--- config.mk ---
export PLATFORM = sky130hd
export DESIGN_NAME = maneuver_sequencer_with_pause_unit
export DESIGN_NICKNAME = d
export VERILOG_FILES = /design/src/rtl/mseq_pkg.sv /design/src/rtl/maneuver_sequencer_with_pause_unit.sv /design/src/rtl/mseq_core.sv
export SDC_FILE = /design/constraint.sdc
export NUM_CORES = 1
export LEC_CHECK = 0
export BUFFER_PORTS_ARGS = -buffer_cell sky130_fd_sc_hd__buf_2
export CAP_MARGIN = 10
export CORE_MARGIN = 3
export CORE_UTILIZATION = 55
export CTS_BUF_LIST = sky130_fd_sc_hd__clkbuf_8
export CTS_CLUSTER_DIAMETER = 30
export CTS_CLUSTER_SIZE = 20
export DETAILED_ROUTE_END_ITERATION = 7
export PLACE_DENSITY = 0.74
export SYNTH_ARGS = -nofsm -noshare
export SYNTH_HDL_FRONTEND = slang
export SYNTH_HIERARCHICAL = 1
export SYNTH_SLANG_ARGS = --single-unit
--- constraint.sdc ---
create_clock -name clk_i -period 9 [get_ports clk_i]
set_clock_uncertainty 0.2 [all_clocks]
set_input_delay 2.25 -clock clk_i [delete_from_list [all_inputs] [get_ports clk_i]]
set_output_delay 2.25 -clock clk_i [all_outputs]
set_load 0.02 [all_outputs]
--- src/rtl/mseq_pkg.sv ---
// ----------------------------------------------------------------------------
// mseq_pkg
// Shared types and constants of the maneuver sequencer.
// ----------------------------------------------------------------------------
package mseq_pkg;

  localparam int unsigned ModeW  = 4;
  localparam int unsigned PosW   = 32;
  localparam int unsigned AngW   = 9;
  localparam int unsigned LenW   = 16;
  localparam int unsigned SpeedW = 9;
  localparam int unsigned CfgIdxW  = 3;
  localparam int unsigned CfgDataW = 16;
  localparam int unsigned InDataW  = 88;
  localparam int unsigned OutDataW = 24;

  // mode codes
  localparam logic [ModeW-1:0] MODE_INIT      = 4'd0;
  localparam logic [ModeW-1:0] MODE_P_REL     = 4'd1;
  localparam logic [ModeW-1:0] MODE_U_PRESS   = 4'd2;
  localparam logic [ModeW-1:0] MODE_U_REL     = 4'd3;
  localparam logic [ModeW-1:0] MODE_DRIVE1    = 4'd4;
  localparam logic [ModeW-1:0] MODE_DRIVE2    = 4'd5;
  localparam logic [ModeW-1:0] MODE_DRIVE3    = 4'd6;
  localparam logic [ModeW-1:0] MODE_DRIVE4    = 4'd7;
  localparam logic [ModeW-1:0] MODE_TURN_R1   = 4'd8;
  localparam logic [ModeW-1:0] MODE_TURN_R2   = 4'd9;
  localparam logic [ModeW-1:0] MODE_TURN_L1   = 4'd10;
  localparam logic [ModeW-1:0] MODE_TURN_L2   = 4'd11;

  // register indexes
  localparam logic [CfgIdxW-1:0] REG_FIRST_TURN   = 3'd0;
  localparam logic [CfgIdxW-1:0] REG_FIRST_DRIVE  = 3'd1;
  localparam logic [CfgIdxW-1:0] REG_SECOND_TURN  = 3'd2;
  localparam logic [CfgIdxW-1:0] REG_SECOND_DRIVE = 3'd3;
  localparam logic [CfgIdxW-1:0] REG_THIRD_TURN   = 3'd4;
  localparam logic [CfgIdxW-1:0] REG_THIRD_DRIVE  = 3'd5;
  localparam logic [CfgIdxW-1:0] REG_LAST_TURN    = 3'd6;
  localparam logic [CfgIdxW-1:0] REG_FINAL_DRIVE  = 3'd7;

  localparam logic signed [SpeedW-1:0] SPEED_FULL = 9'sd200;
  localparam logic signed [SpeedW-1:0] SPEED_TURN = 9'sd100;
  localparam logic signed [SpeedW-1:0] SPEED_STOP = 9'sd0;

  typedef struct packed {
    logic [AngW-1:0] first_turn_angle;
    logic [LenW-1:0] first_drive_length;
    logic [AngW-1:0] second_turn_angle;
    logic [LenW-1:0] second_drive_length;
    logic [AngW-1:0] third_turn_angle;
    logic [LenW-1:0] third_drive_length;
    logic [AngW-1:0] last_turn_angle;
    logic [LenW-1:0] final_drive_length;
  } cfg_t;

  localparam cfg_t CFG_RESET = '{
    first_turn_angle:    9'd79,
    first_drive_length:  16'd800,
    second_turn_angle:   9'd88,
    second_drive_length: 16'd1500,
    third_turn_angle:    9'd89,
    third_drive_length:  16'd1000,
    last_turn_angle:     9'd50,
    final_drive_length:  16'd9000
  };

  typedef struct packed {
    logic [ModeW-1:0] mode;
    logic [ModeW-1:0] resume_mode;
    logic [PosW-1:0]  distance_mark;
    logic [PosW-1:0]  angle_mark;
  } state_t;

  typedef struct packed {
    logic signed [PosW-1:0] net_distance;
    logic signed [PosW-1:0] net_angle;
    logic                   play_button;
    logic                   wall_seen;
    logic signed [15:0]     wall_strength;
    logic                   bump_left;
  } sense_t;

endpackage

--- src/rtl/maneuver_sequencer_with_pause_unit.sv ---
// ----------------------------------------------------------------------------
// maneuver_sequencer_with_pause_unit
// Pause-aware eight-step turn/drive sequencer giving wheel speeds per tick.
// ----------------------------------------------------------------------------
// One input word per control tick gives one output word with the left and
// right wheel speeds. Words pass an input register and an output register
// with the state update between them; a new word is taken every cycle while
// the output is not stalled. Both stages hold under backpressure. The user
// is to write thresholds through the cfg port only while no word is in
// flight; the block itself does not enforce it.
module maneuver_sequencer_with_pause_unit import mseq_pkg::*; (
  input  logic                clk_i,
  input  logic                rst_ni,
  input  logic                cfg_we_i,
  input  logic [CfgIdxW-1:0]  cfg_idx_i,
  input  logic [CfgDataW-1:0] cfg_data_i,
  input  logic                s_axis_tvalid_i,
  output logic                s_axis_tready_o,
  // net_distance[31:0], net_angle[63:32], play_button[64], wall_seen[65],
  // wall_strength[81:66], bump_left[82], zero pad
  input  logic [InDataW-1:0]  s_axis_tdata_i,
  output logic                m_axis_tvalid_o,
  input  logic                m_axis_tready_i,
  // left_speed[8:0], right_speed[17:9], zero pad
  output logic [OutDataW-1:0] m_axis_tdata_o
);

  cfg_t   cfg_q;
  state_t st_q, st_d;
  sense_t in_q;
  logic   in_valid_q, out_valid_q;
  logic   advance;
  logic signed [SpeedW-1:0] left_d, right_d, left_q, right_q;

  assign advance         = !out_valid_q || m_axis_tready_i;
  assign s_axis_tready_o = !in_valid_q || advance;

  always_ff @(posedge clk_i or negedge rst_ni) begin
    if (!rst_ni) begin
      cfg_q <= CFG_RESET;
    end else if (cfg_we_i) begin
      unique case (cfg_idx_i)
        REG_FIRST_TURN:   cfg_q.first_turn_angle    <= cfg_data_i[AngW-1:0];
        REG_FIRST_DRIVE:  cfg_q.first_drive_length  <= cfg_data_i;
        REG_SECOND_TURN:  cfg_q.second_turn_angle   <= cfg_data_i[AngW-1:0];
        REG_SECOND_DRIVE: cfg_q.second_drive_length <= cfg_data_i;
        REG_THIRD_TURN:   cfg_q.third_turn_angle    <= cfg_data_i[AngW-1:0];
        REG_THIRD_DRIVE:  cfg_q.third_drive_length  <= cfg_data_i;
        REG_LAST_TURN:    cfg_q.last_turn_angle     <= cfg_data_i[AngW-1:0];
        REG_FINAL_DRIVE:  cfg_q.final_drive_length  <= cfg_data_i;
        default: ;
      endcase
    end
  end

  mseq_core u_core (
    .cfg_i         (cfg_q),
    .st_i          (st_q),
    .in_i          (in_q),
    .st_o          (st_d),
    .left_speed_o  (left_d),
    .right_speed_o (right_d)
  );

  always_ff @(posedge clk_i or negedge rst_ni) begin
    if (!rst_ni) begin
      in_valid_q  <= 1'b0;
      out_valid_q <= 1'b0;
      st_q        <= '{mode: MODE_INIT, resume_mode: MODE_DRIVE1,
                       distance_mark: '0, angle_mark: '0};
    end else begin
      if (s_axis_tready_o) in_valid_q <= s_axis_tvalid_i;
      if (advance) begin
        out_valid_q <= in_valid_q;
        if (in_valid_q) st_q <= st_d;
      end
    end
  end

  always_ff @(posedge clk_i) begin
    if (s_axis_tready_o && s_axis_tvalid_i) begin
      in_q.net_distance  <= s_axis_tdata_i[31:0];
      in_q.net_angle     <= s_axis_tdata_i[63:32];
      in_q.play_button   <= s_axis_tdata_i[64];
      in_q.wall_seen     <= s_axis_tdata_i[65];
      in_q.wall_strength <= s_axis_tdata_i[81:66];
      in_q.bump_left     <= s_axis_tdata_i[82];
    end
    if (advance && in_valid_q) begin
      left_q  <= left_d;
      right_q <= right_d;
    end
  end

  assign m_axis_tvalid_o = out_valid_q;
  assign m_axis_tdata_o  = {6'd0, right_q, left_q};

endmodule

--- src/rtl/mseq_core.sv ---
// ----------------------------------------------------------------------------
// mseq_core
// Next-state and wheel speed logic for one control tick.
// ----------------------------------------------------------------------------
module mseq_core import mseq_pkg::*; (
  input  cfg_t                     cfg_i,
  input  state_t                   st_i,
  input  sense_t                   in_i,
  output state_t                   st_o,
  output logic signed [SpeedW-1:0] left_speed_o,
  output logic signed [SpeedW-1:0] right_speed_o
);

  logic [PosW-1:0] dist_diff, ang_diff, dd, da;
  logic            trig;

  assign dist_diff = in_i.net_distance - st_i.distance_mark;
  assign ang_diff  = in_i.net_angle - st_i.angle_mark;
  assign dd = dist_diff[PosW-1] ? (PosW'(0) - dist_diff) : dist_diff;
  assign da = ang_diff[PosW-1]  ? (PosW'(0) - ang_diff)  : ang_diff;

  assign trig = (in_i.wall_seen && !in_i.wall_strength[15]) || in_i.bump_left;

  always_comb begin
    st_o = st_i;
    if (st_i.mode <= MODE_U_REL || in_i.play_button) begin
      case (st_i.mode)
        MODE_INIT:    st_o.mode = MODE_U_PRESS;
        MODE_P_REL:   if (!in_i.play_button) st_o.mode = MODE_U_PRESS;
        MODE_U_PRESS: if (in_i.play_button) st_o.mode = MODE_U_REL;
        MODE_U_REL:   if (!in_i.play_button) st_o.mode = st_i.resume_mode;
        default: begin
          st_o.resume_mode = st_i.mode;
          st_o.mode        = MODE_P_REL;
        end
      endcase
    end else if (trig) begin
      st_o.angle_mark    = in_i.net_angle;
      st_o.distance_mark = in_i.net_distance;
      st_o.mode          = MODE_TURN_R1;
    end else if (st_i.mode == MODE_TURN_R1 &&
                 da >= PosW'(cfg_i.first_turn_angle)) begin
      st_o.angle_mark    = in_i.net_angle;
      st_o.distance_mark = in_i.net_distance;
      st_o.mode          = MODE_DRIVE1;
    end else if (st_i.mode == MODE_DRIVE1 &&
                 dd >= PosW'(cfg_i.first_drive_length)) begin
      st_o.angle_mark    = in_i.net_angle;
      st_o.distance_mark = in_i.net_distance;
      st_o.mode          = MODE_TURN_L1;
    end else if (st_i.mode == MODE_TURN_L1 &&
                 da >= PosW'(cfg_i.second_turn_angle)) begin
      st_o.angle_mark    = in_i.net_angle;
      st_o.distance_mark = in_i.net_distance;
      st_o.mode          = MODE_DRIVE2;
    end else if (st_i.mode == MODE_DRIVE2 &&
                 dd >= PosW'(cfg_i.second_drive_length)) begin
      st_o.angle_mark    = in_i.net_angle;
      st_o.distance_mark = in_i.net_distance;
      st_o.mode          = MODE_TURN_L2;
    end else if (st_i.mode == MODE_TURN_L2 &&
                 da >= PosW'(cfg_i.third_turn_angle)) begin
      st_o.angle_mark    = in_i.net_angle;
      st_o.distance_mark = in_i.net_distance;
      st_o.mode          = MODE_DRIVE3;
    end else if (st_i.mode == MODE_DRIVE3 &&
                 dd >= PosW'(cfg_i.third_drive_length)) begin
      st_o.distance_mark = in_i.net_distance;
      st_o.mode          = MODE_TURN_R2;
    end else if (st_i.mode == MODE_TURN_R2 &&
                 da >= PosW'(cfg_i.last_turn_angle)) begin
      st_o.distance_mark = in_i.net_distance;
      st_o.mode          = MODE_DRIVE4;
    end else if (st_i.mode == MODE_DRIVE4 &&
                 dd >= PosW'(cfg_i.final_drive_length)) begin
      st_o.distance_mark = in_i.net_distance;
    end
  end

  always_comb begin
    unique case (st_o.mode) inside
      MODE_DRIVE1, MODE_DRIVE2, MODE_DRIVE3, MODE_DRIVE4: begin
        left_speed_o  = SPEED_FULL;
        right_speed_o = SPEED_FULL;
      end
      MODE_TURN_R1, MODE_TURN_R2: begin
        left_speed_o  = SPEED_TURN;
        right_speed_o = -SPEED_TURN;
      end
      MODE_TURN_L1, MODE_TURN_L2: begin
        left_speed_o  = -SPEED_TURN;
        right_speed_o = SPEED_TURN;
      end
      default: begin
        left_speed_o  = SPEED_STOP;
        right_speed_o = SPEED_STOP;
      end
    endcase
  end

endmodule

==> key figures <==
Route
  • Drt drc: 0
  • DR vias: 15623
  • DR WL/cell: 17.9 µm
  • Initial DRC Count: 814
  • Drt first pass iters: 5
  • DRT antenna net count: 0
  • Via density: 6.02
  • Final wirelength: 46.5 mm

Clock tree
  • TritonCTS Buffers: 61
  • H-tree Lvls: 2
  • Postcts setup bufs: 0
  • Worst-Skew Late Latency: 0.68 ns
  • Hold-fix buffer count after cts: 0
  • Clock transition at path regs: 0.06 ns
  • CTS tree: yes
  • Clock Path Buffers: 3
  • Post_cts resized: 0
  • Clk root buf: clkbuf_8
  • Clock Sinks: 260

Floorplan
  • Core Region: 35000 µm²
  • IO Count: 138
  • DIE WIDTH: 196 µm
  • Starting density of the core: 0.565
  • Die height: 196 µm
  • # rows: 68
  • DIE AREA: 38300 µm²

Power and ir drop
  • Switching Fraction: 0.326
  • Internal: 2.79 mW
  • Tot Pwr: 4.14 mW
  • Flop pwr share: 0.355
  • Combinational power share: 0.270
  • Pwr dens: 189 nW/µm²
  • Psw: 1.35 mW
  • VDD IR max: 0.185 mV
  • Leak: 9.59 nW
  • Clock Power Share: 0.376

Synthesis
  • Warnings from Yosys: 6
  • Avg Inst Size Synth: 9.94 µm²
  • Synth Instances: 1990
  • Synthesized area: 19800 µm²

Critical path
  • Critical path class: reg -> reg
  • Critical path's slowest cell: a311oi_1
  • R2R setup slack: 1.41 ns
  • Crit path from: in_q[68]
  • Critical R2R Launch: in_q[68]
  • Arrival time worst endpoint: 7.78 ns
  • Slowest Stage Delay on Critical Path: 0.91 ns
  • Startpoint Class: flip-flop
  • Critical Path Sink Type: flip-flop
  • Peak fanout along the critical path: 20
  • CP required: 9.20 ns
  • Reg2Reg Depth: 25

Hold path
  • Hold Path Depth: 1
  • Hold path start: cfg_q[35]
  • Hold WC Path Type: reg -> reg

Final layout
  • Synthesis-to-layout area growth: 11.0%
  • Ratio of cells with drive above 1 in the final layout: 0.259
  • N_diodes: 0
  • Final net count: 2367
  • Fin area: 22000 µm²

Placed design
  • Setup WS pre-CTS: 1.61 ns
  • GPL Wtd Cong: 0.926
  • Hpwl dp: 35.0 mm
  • Placed Area: 20500 µm²
  • Port bufs: 111

STA
  • Hold Vio Cnt, Final: 0
  • Worst hold margin: 0.303 ns
  • # setup viols final: 0
  • Slew at the pin with the worst max-slew slack: 1.15 ns
  • Post-route setup slack: 1.41 ns
  • Min cycle time layout: 7.59 ns
  • Final worst-path cycle share: 0.843
  • Setup TNS: 0 ns
  • RSZ-0062 raised after global routing: false
  • Slew Limit Fails: 0
  • Rel. slew slack: 0.221
  • Highest clock rate: 132 MHz

Job
  • # Max-Cap Violations: 0

Global route
  • Vias in the first global route: 15579
  • First-pass GRT wire length: 76.7 mm
  • Gr usage total: 0.239
  • Antenna violations before repair: 0
  • Overflow after GRT: 0
  • Pin count of the biggest net entering global routing: 82

Run status
  • Status: finished, final reports clean
layout by cell type (no fill, tap or decap), types with 37 or more instances in the layout:
master	instances
mux2_2	215
inv_1	191
ha_1	164
dfrtp_1	137
a21oi_1	123
nand2_1	122
buf_2	110
nor2_1	89
edfxtp_1	86
o21ai_0	78
clkbuf_8	65
a21o_1	57
nand3_1	43
xnor2_1	41
dfstp_2	37
path summary, 6_finish.rpt:
path / end
setup / recovery: left_q[7]
hold / removal: cfg_q[35]
setup reg to reg: left_q[7]
hold reg to reg: cfg_q[35]
max in group asynchronous: st_q[71]
min in group asynchronous: st_q[34]
sequential cells by signal (all words and copies together), names as in the netlist:
signal and cells:
cfg_q 100, in_valid_q 1, m_axis_tvalid_o 1, left_q 9, in_q 68, st_q 72
right_q 9
layer usage:
metal | wire [µm] | GRT usage | part of all wire
met5 | 0 | 0 | 0
met4 | 1290 | 0.0882 | 0.028
met3 | 2500 | 0.0381 | 0.054
met2 | 22400 | 0.406 | 0.48
met1 | 20300 | 0.310 | 0.44
worst max-delay path: cells and delay by family (launching register included):
kind	cells	cell delay (ns)
AOI/OAI and AO/OA	15	3.70
and+or+nand+nor	6	1.29
adders and majority gates	2	0.90
xor gates and xnor gates	1	0.55
DFF	1	0.39
buffers and inverters	1	0.28
layout make-up:
type / count / area [µm²]
Fill cell: 2908 / 13000
Multi-Input combinational cell: 1461 / 11600
Sequential cell: 260 / 6980
Clock buffer: 65 / 895
Inverter: 185 / 694
Timing Repair Buffer: 120 / 629
Tap cell: 455 / 569
Clock inverter: 51 / 538
per-stage QoR:
stage	instances	utilization
6_report	2597	0.628
5_1_grt	2597	0.628
4_1_cts	2597	0.628
3_5_place_dp	2481	0.587
3_3_place_gp	2481	0.587
2_1_floorplan	1998	-
power by group through the flow:
stage          Clock, mW  Sequential, mW  Combinational [mW]
2_1_floorplan          0            1.46               0.824
3_3_place_gp           0            1.48                1.05
3_5_place_dp           0            1.49                1.10
4_1_cts             1.60            1.47                1.11
5_1_grt             1.67            1.49                1.25
6_report            1.56            1.47                1.12
No activity file was read; power rests on OpenSTA's default activity.
